## config.mk

```make
export PLATFORM = sky130hd
export DESIGN_NAME = swrm_div
export DESIGN_NICKNAME = d
export VERILOG_FILES = /design/src/swrm_pkg.sv /design/src/swrm_div.sv
export SDC_FILE = /design/constraint.sdc
export NUM_CORES = 1
export LEC_CHECK = 0
export ABC_AREA = 0
export BUFFER_PORTS_ARGS = -buffer_cell sky130_fd_sc_hd__buf_2
export CELL_PAD_IN_SITES_DETAIL_PLACEMENT = 1
export CELL_PAD_IN_SITES_GLOBAL_PLACEMENT = 1
export CORE_ASPECT_RATIO = 0.5
export CORE_MARGIN = 10
export CORE_UTILIZATION = 39
export CTS_CLUSTER_DIAMETER = 30
export CTS_CLUSTER_SIZE = 12
export DETAILED_ROUTE_END_ITERATION = 7
export PLACE_DENSITY_LB_ADDON = 0.1
export SETUP_SLACK_MARGIN = 0.2
export SYNTH_ARGS = -nofsm -noshare
export SYNTH_HDL_FRONTEND = slang
export SYNTH_SLANG_ARGS = --single-unit
```

## constraint.sdc

```tcl
create_clock -name clk -period 2.36 [get_ports clk]
set_input_delay 0.118 -clock clk [delete_from_list [all_inputs] [get_ports clk]]
set_output_delay 0.118 -clock clk [all_outputs]
set_load 0.05 [all_outputs]
```

## src/swrm_pkg.sv

```systemverilog
// Shared types, constants and helpers of the sliding-window rate monitor.
package swrm_pkg;

  localparam int STORE_DEPTH = 1024;
  localparam int IDX_W       = $clog2(STORE_DEPTH);
  localparam int CNT_W       = $clog2(STORE_DEPTH + 1);

  localparam int TS_W        = 32;
  localparam int RATE_W      = 40;
  localparam int FRAC_W      = 16;
  localparam int COUNT_W     = 11;
  localparam int PROD_W      = RATE_W + FRAC_W;

  // 1e9 milli-hertz per event per tick fits in 30 bits
  localparam int TICK_W      = 30;
  localparam logic [TICK_W-1:0] TICK_MHZ = TICK_W'(1000000000);
  localparam int NUM_W       = CNT_W + TICK_W;
  localparam int DIV_CNT_W   = $clog2(NUM_W);

  localparam logic [RATE_W-1:0] RATE_MAX = {RATE_W{1'b1}};

  localparam int CFG_IDX_W   = 2;
  localparam int CFG_DATA_W  = RATE_W;
  localparam logic [CFG_IDX_W-1:0] REG_WINDOW   = 2'd0;
  localparam logic [CFG_IDX_W-1:0] REG_NOMINAL  = 2'd1;
  localparam logic [CFG_IDX_W-1:0] REG_FRACTION = 2'd2;

  localparam logic [TS_W-1:0] WINDOW_RESET = TS_W'(1000000);

  localparam logic KIND_PUSH  = 1'b0;
  localparam logic KIND_CLEAR = 1'b1;

  typedef logic [TS_W-1:0]  ts_t;
  typedef logic [IDX_W-1:0] idx_t;
  typedef logic [CNT_W-1:0] cnt_t;

  typedef enum logic [3:0] {
    ST_IDLE,
    ST_CHECK,
    ST_PUSH,
    ST_PRUNE_RD,
    ST_PRUNE_CMP,
    ST_EVAL,
    ST_SPAN,
    ST_DIV,
    ST_ALARM,
    ST_OUT
  } state_t;

  typedef struct packed {
    logic             start;
    logic [NUM_W-1:0] numer;
    ts_t              denom;
  } div_req_t;

  typedef struct packed {
    logic             done;
    logic [NUM_W-1:0] quot;
  } div_rsp_t;

  // ring index idx + k, wrapped at the store depth
  function automatic idx_t ring_add(input idx_t idx, input cnt_t k);
    logic [CNT_W:0] sum;
    sum = (CNT_W + 1)'(idx) + (CNT_W + 1)'(k);
    if (sum >= (CNT_W + 1)'(STORE_DEPTH)) begin
      sum = sum - (CNT_W + 1)'(STORE_DEPTH);
    end
    return sum[IDX_W-1:0];
  endfunction

endpackage

```

## src/swrm_div.sv

```systemverilog
// Restoring divider, one quotient bit per cycle.
module swrm_div (
  input  logic                clk,
  input  logic                rst,
  input  swrm_pkg::div_req_t  req,
  output swrm_pkg::div_rsp_t  rsp
);
  import swrm_pkg::*;

  logic                 busy;
  logic                 done;
  logic [DIV_CNT_W-1:0] cnt;
  logic [NUM_W-1:0]     q;
  ts_t                  d;
  logic [TS_W:0]        rem;

  logic [TS_W:0] rem_shift;
  logic [TS_W:0] diff;
  logic          fits;

  always_comb begin
    rem_shift = {rem[TS_W-1:0], q[NUM_W-1]};
    diff      = rem_shift - {1'b0, d};
    fits      = (rem_shift >= {1'b0, d});
  end

  always_ff @(posedge clk) begin
    if (rst) begin
      busy <= 1'b0;
      done <= 1'b0;
      cnt  <= '0;
    end else begin
      done <= 1'b0;
      if (req.start) begin
        busy <= 1'b1;
        cnt  <= '0;
      end else if (busy) begin
        cnt <= cnt + DIV_CNT_W'(1);
        if (cnt == DIV_CNT_W'(NUM_W - 1)) begin
          busy <= 1'b0;
          done <= 1'b1;
        end
      end
    end
  end

  always_ff @(posedge clk) begin
    if (req.start) begin
      q   <= req.numer;
      d   <= req.denom;
      rem <= '0;
    end else if (busy) begin
      rem <= fits ? diff : rem_shift;
      q   <= {q[NUM_W-2:0], fits};
    end
  end

  assign rsp.done = done;
  assign rsp.quot = q;

endmodule

```

==> results of run 1 <==
## sequential cells by signal, indices dropped and copies added, names as in the netlist
name and flops:
busy 1, rem 32, done 1, cnt 6, q 41, d 32
## critical path, stage by stage, from the launching register on
cell and delay, ns:
edfxtp_1 0.44, inv_2 0.10, ha_4 0.21, nand4_1 0.22, nor4_4 0.07, buf_4 0.15, a21oi_2 0.15, o21a_1 0.15
o221ai_2 0.13, o21a_4 0.30, buf_4 0.15, buf_6 0.12, or3_1 0.31, a32o_1 0.26
## power groups by stage
stage	sequential (µW)	clock [µW]	combinational [µW]
floorplan	2660	0	784
global placement	2400	0	1710
detailed placement	2410	0	1750
CTS	2390	2610	2030
global route	2420	2710	2350
finish	2400	2610	2220
## per-stage QoR
step                      instances  TNS (ns)  instance area [µm²]  setup slack, ns  utilization (%)
after floorplan                 665     -3.19                 6740           -0.234                -
after global placement         1116    -12.84                 8580           -0.463             52.0
after detailed placement       1116    -14.29                 8580           -0.530             52.0
after CTS                      1229     -8.47                10400           -0.320             62.7
after global routing           1244    -17.48                10700           -0.626             65.0
final                          1244    -13.10                10700           -0.519             65.0
## synthesized netlist by cell type (4+ instances only)
library cell / count / area [µm²]
dfxtp_1: 40 / 801
buf_1: 4 / 15.0
a311oi_1: 19 / 166
nor2_1: 55 / 206
nand2_1: 47 / 176
ha_1: 34 / 425
clkbuf_1: 22 / 82.6
xor2_1: 11 / 96.3
a31oi_1: 7 / 43.8
o21ai_1: 11 / 55.1
inv_1: 46 / 173
buf_2: 8 / 40.0
nor4_1: 5 / 31.3
o221ai_1: 4 / 35.0
a211oi_1: 4 / 30.0
nand3_1: 24 / 120
mux2i_1: 5 / 50.1
edfxtp_1: 73 / 2190
o21bai_1: 4 / 30.0
nor3_1: 8 / 40.0
mux2_2: 41 / 462
o211ai_1: 8 / 60.1
buf_4: 5 / 37.5
a21o_1: 16 / 120
a21oi_1: 30 / 150
xnor2_1: 18 / 158
or2_2: 4 / 25.0
o21ai_0: 30 / 150
nand4_1: 15 / 93.8
or3_1: 11 / 68.8
## repair_timing
item	CTS	global route
buffers inserted	19	14
endpoints found under the hold margin	62	0
hold buffers	62	0
pin swaps	43	31
setup endpoints to repair	33	33
resized for setup	81	43
## logic make-up (layout without fill, tap and decap cells)
| kind of cell | count (synthesis) | count (layout) | share of synthesized area (%) |
|---|---|---|---|
| simple gates | 188 | 188 | 13.8 |
| compound gates | 165 | 165 | 17.1 |
| flops | 113 | 113 | 45.1 |
| buf+inv | 89 | 440 | 5.73 |
| mux | 46 | 46 | 7.71 |
| fa+ha+maj | 35 | 35 | 6.71 |
| xor+xnor | 29 | 29 | 3.83 |
| other cells | 0 | 1 | 0 |
## per-layer routing
metal | vias to the layer above | GRT usage, %
met1 | 3413 | 28.2
met3 | 76 | 7.29
met2 | 264 | 38.5
met5 | - | 0
met4 | 2 | 5.98
li1 | 3141 | -
## final timing paths
kind | cells after the start | endpoint
max | 13 | rem[21]$_SDFFE_PP0P_
min | 2 | q[16]$_DFFE_PP_
max reg2reg | 13 | rem[21]$_SDFFE_PP0P_
min reg2reg | 2 | cnt[5]$_SDFFE_PP0P_
## layout make-up
class / instances / area share [%]
multi-input combinational: 463 / 37.3
sequential: 113 / 27.9
timing repair buffer: 362 / 25.2
clock buffer: 20 / 4.07
tap: 227 / 2.65
inverter: 46 / 1.61
clock inverter: 12 / 1.26
antenna: 1 / 0.0233
==> impl_results.md, run 1 <==
- H-tree depth: 4
- Total Wirelength: 28300 µm
- Status: finished, violations left
- Clock latency on the worst-skew pair: 0.43 ns
- Multi-input gate area: 4000 µm²
- Die area: 23000 µm²
- CP Class: reg -> reg
- Cell Int Power: 4830 µW
- Critical Path RT: 2.68 ns
- Nets: 1114
- Hold slack final: 0.00254 ns
- Critical path data arrival time: between 3 and 4 ns
- Syn Area/Cell: around 10 µm²
- Syn_nets: 776
- Overall Global Routing Usage: 23.0%
- Pre-Repair DR Iteration Count: 4
- Clock network power share: 36.1%
- Max Clock Freq: around 350 MHz
- CP Launch Type: flip-flop
- Worst min path class: in -> reg
- Detailed-route vias per instance: 5.54
- Filler cell count: 1813
- M1 WL: roughly 12000 µm
- Routed Antenna Nets: 0
- Reg-to-reg setup timing slack: -0.52 ns
- Top Layer Used: met5
- Number of flops mapped to enable cells by yosys: 73
- FP Rows: 33
- Least-Margin Pin Slew: about 0.8 ns
- Top_reg_cell synth: edfxtp_1
- Most common cell after layout, fill and taps aside: buf_4
- Vias in the first global route: 7453
- FF+latch area: 2990 µm²
- Final hold violation count: 0
- Static leakage: 0.00453 µW
- CTS Root Buffer Type: clkbuf_16
- Sw Pwr: 2400 µW
- Crit share post-route: 122%
- Final Skew: 0.0125 ns
- Sequential area share after synthesis: a little under half
- Initial Util: 40.2%
- Final WS setup: -0.519 ns
- CTS tree: built
- Clock Path Buffers: 2
- Die width: 205 µm
- Largest net degree at the start of global routing: between 50 and 60
- Mapped Area: between 6000 and 7000 µm²
- Critical Path Fanout Max: 6
- Minimum clock period after layout: 2.88 ns
- Min-delay src: req[48]
- Synth cell types: 68
- CTS buffer count: 17
- Sequential share of power: 33.2%
- Overflow after GRT: 0
- Share of cells above drive strength 1: 47.7%
- Power density over the cells: about 670 nW/µm²
- Synthesis Warnings: 0
- Finish-stage setup viols: 33
- DPL Wire Length: approximately 17000 µm
- Layout area overhead: 61.7%
- Slew Viols, Final: 0
- Met3 WL: 1970 µm
- Clk slew on worst S/H paths: 0.06 ns
- Clock tree sinks: 113
- Iter 0 DRT Violations: 461
- Failing checks: setup timing
- Met2 wire length: 13500 µm
- I/O pin count: between 100 and 150
- I/O Buffers: ~120
- Max_cap viols: 0
- Synth Register Bits: 113
- Final Total Pwr: 7230 µW
- RSZ-0062 raised after global routing: true
- Crit. End Element: flip-flop
- DRC: 0
- Initial antenna violation count: 2
- Core ar.: 16500 µm²
- Async SR Flop Fraction: 0%
- Die Y-Extent: 112 µm
- CP startpoint: d[20]$_DFFE_PP_
- Wire per inst: between 20 and 25 µm
- Maximum VDD drop: 0.511 mV
- Global-route wire length before repair: 42100 µm
- Gpl congestion: 0.911
- Sw Ratio: 33.2%
- Vias: 6896
- Most frequent cells in the layout: buf_4 (167), buf_2 (116), edfxtp_1 (73)
- RR Startpoint: d[20]$_DFFE_PP_
- Slew HR: approximately 45%
- Comb power frac: around 30%
- Post-Syn Instances: 665
Note: power is estimated with default switching activity, not from simulation.
==> inputs of run 2 (changes only) <==
Settings changed: CORE_UTILIZATION 39 to 44.
Clock period 2.36 ns to 2.9 ns, I/O delays scaled along.
==> run 2 against run 1 <==
Against the previous run:
- highest routed layer unchanged
- largest cell class unchanged
- global-route usage down 0.13 points
- flip-flop and latch count unchanged
- count of clock-buffer cells in the layout fell by 1
- the run now ends clean
- routed wire length down 8.2%
==> impl_results.md, run 2 (synthesis results as in run 1) <==
- Nets: 964
- Clock latency on the worst-skew pair: between 0.4 and 0.5 ns
- Crit share post-route: slightly below 100%
- Crit. End Element: flip-flop
- Clock tree sinks: between 100 and 150
- Maximum VDD drop: 0.447 mV
- I/O Buffers: between 100 and 150
- Power density over the cells: about 600 nW/µm²
- Overflow after GRT: 0
- Minimum clock period after layout: 2.86 ns
- DRC: 0
- Reg2Reg Depth: 12
- Grt met1 use: 28.7%
- Routing usage on met3: 7.71%
- Crit path capture: rem[26]$_SDFFE_PP0P_
- RR Startpoint: d[11]$_DFFE_PP_
- Die Y-Extent: 107 µm
- CP Launch Type: flip-flop
- Finish-stage setup viols: 0
- Largest Register: q
- DPL Wire Length: 15800 µm
- Pre-Repair DR Iteration Count: 5
- Initial Util: between 40% and 50%
- Design area: 9370 µm²
- Slew Viols, Final: 0
- Max reg flops: 41
- Max Clock Freq: between 300 and 400 MHz
- Iter 0 DRT Violations: 541
- CTS buffer count: 17
- GR peak layer: met2
- Core ar.: 14600 µm²
- Detailed-route vias per instance: 6.02
- Global-route wire length before repair: roughly 38000 µm
- Slew HR: 28.8%
- Final Total Pwr: between 5000 and 6000 µW
- Most frequent cells in the layout: buf_2 (117), edfxtp_1 (73), nor2_1 (54)
- Vias in the first global route: ~6500
- CTS Root Buffer Type: clkbuf_16
- Status: finished, final reports clean
- Reg-to-reg setup timing slack: about 0.039 ns
- Routed Antenna Nets: 0
- Vias: 6414
- Total Wirelength: 26000 µm
- Pre-CTS WS: 0.00173 ns
- Initial antenna violation count: 5
- Final core occ: 64.1%
- Final WS setup: 0.0387 ns
- FP Rows: 31
- Critical Path Fanout Max: 8
- Least-Margin Pin Slew: 1.06 ns
- H-tree depth: 4
- Layout area overhead: 41.1%
- CTS tree: built
- CP startpoint: d[11]$_DFFE_PP_
- Largest registers: q: 41 flops, d: 32 flops, rem: 32 flops
- Gpl congestion: 0.902
- Worst min path class: in -> reg
- Critical path data arrival time: 3.19 ns
- Final hold violation count: 0
- M2 GR Usage: 36.8%
- Share of cells above drive strength 1: 39.5%
- Die width: 194 µm
- Final Skew: 0.0199 ns
- CP Class: reg -> reg
- Largest net degree at the start of global routing: 50
- End of the worst register-to-register path: rem[26]$_SDFFE_PP0P_
- Clock Path Buffers: 2
- Die area: 20700 µm²
- I/O pin count: roughly 120
- Most common cell after layout, fill and taps aside: buf_2
- Static leakage: about 0.0038 µW
- RSZ-0062 raised after global routing: true
- Post-DP Area: 7540 µm²
- Max_cap viols: 0
- Wire per inst: 24.4 µm
- Critical Path RT: 3.22 ns
- Clk slew on worst S/H paths: 0.06 ns
- Overall Global Routing Usage: between 20% and 30%
## run 2: cell count changes in the layout (fill, tap and decap cells not counted), sizes merged
cell / delta
buf: -125
bufinv: +1
clkinv: +1
dlygate4sd3: -29
inv: -1
o21a: +3
## run 2: critical path, cell delays in order, from the launching register on
cell and delay [ns]:
edfxtp_1 0.32, inv_1 0.07, ha_4 0.32, nand4_1 0.19
nor4_2 0.37, buf_4 0.18, a21oi_2 0.05, o21a_1 0.14
o221ai_4 0.26, buf_12 0.15, o21a_4 0.25, o22ai_2 0.13
a311oi_1 0.33
## run 2: metrics by stage
stage,hold slack (ns),cells,TNS [ns]
after floorplan,0.217,665,0
after global placement,0.321,972,0
after detailed placement,0.319,972,0
after CTS,0.00869,1048,0
after global routing,0.00910,1065,-0.107
final,0.0146,1065,0
## run 2: final cells by class
| type | count | area, µm² |
|---|---|---|
| Multi-Input combinational cell | 466 | 3890 |
| Sequential cell | 113 | 2990 |
| Tap cell | 198 | 248 |
| Clock inverter | 13 | 161 |
| Clock buffer | 19 | 443 |
| Inverter | 46 | 173 |
| Fill cell | 1548 | 5250 |
| Timing Repair Buffer | 209 | 1460 |
| Antenna cell | 1 | 2.50 |
## run 2: power breakdown
| group | internal [µW] | switching [µW] | total (µW) |
|---|---|---|---|
| Combinational | 584 | 907 | 1490 |
| Clock | 1370 | 834 | 2210 |
| Sequential | 1870 | 85.1 | 1950 |
| Total | 3820 | 1830 | 5650 |
## run 2: how the worst min path moves through the flow
stage	start	slack (ns)	endpoint	cells past startpoint
4_1_cts	req[37]	0.009	q[5]$_DFFE_PP_	2
2_1_floorplan	rst	0.22	busy$_SDFF_PP0_	1
6_report	req[37]	0.01	q[5]$_DFFE_PP_	2
3_5_place_dp	rst	0.32	busy$_SDFF_PP0_	2
5_1_grt	req[37]	0.009	q[5]$_DFFE_PP_	2
3_3_place_gp	req[7]	0.32	d[7]$_DFFE_PP_	1
## run 2: metal layers
layer / vias up / part of all wire, % / wire length, µm
met5: - / 0.22 / 56
met4: 8 / 2.2 / 583
met3: 56 / 8.7 / 2260
met2: 300 / 47 / 12100
met1: 3195 / 42 / 11000
li1: 2855 / - / -
## run 2: repair_timing
action | CTS | global route
pin swaps | 16 | 48
endpoints found under the setup margin | 32 | 33
gates resized for setup | 41 | 85
hold buffers | 33 | 0
gates cloned | 4 | 1
setup buffers | 7 | 15
hold endpoints to repair | 33 | 0
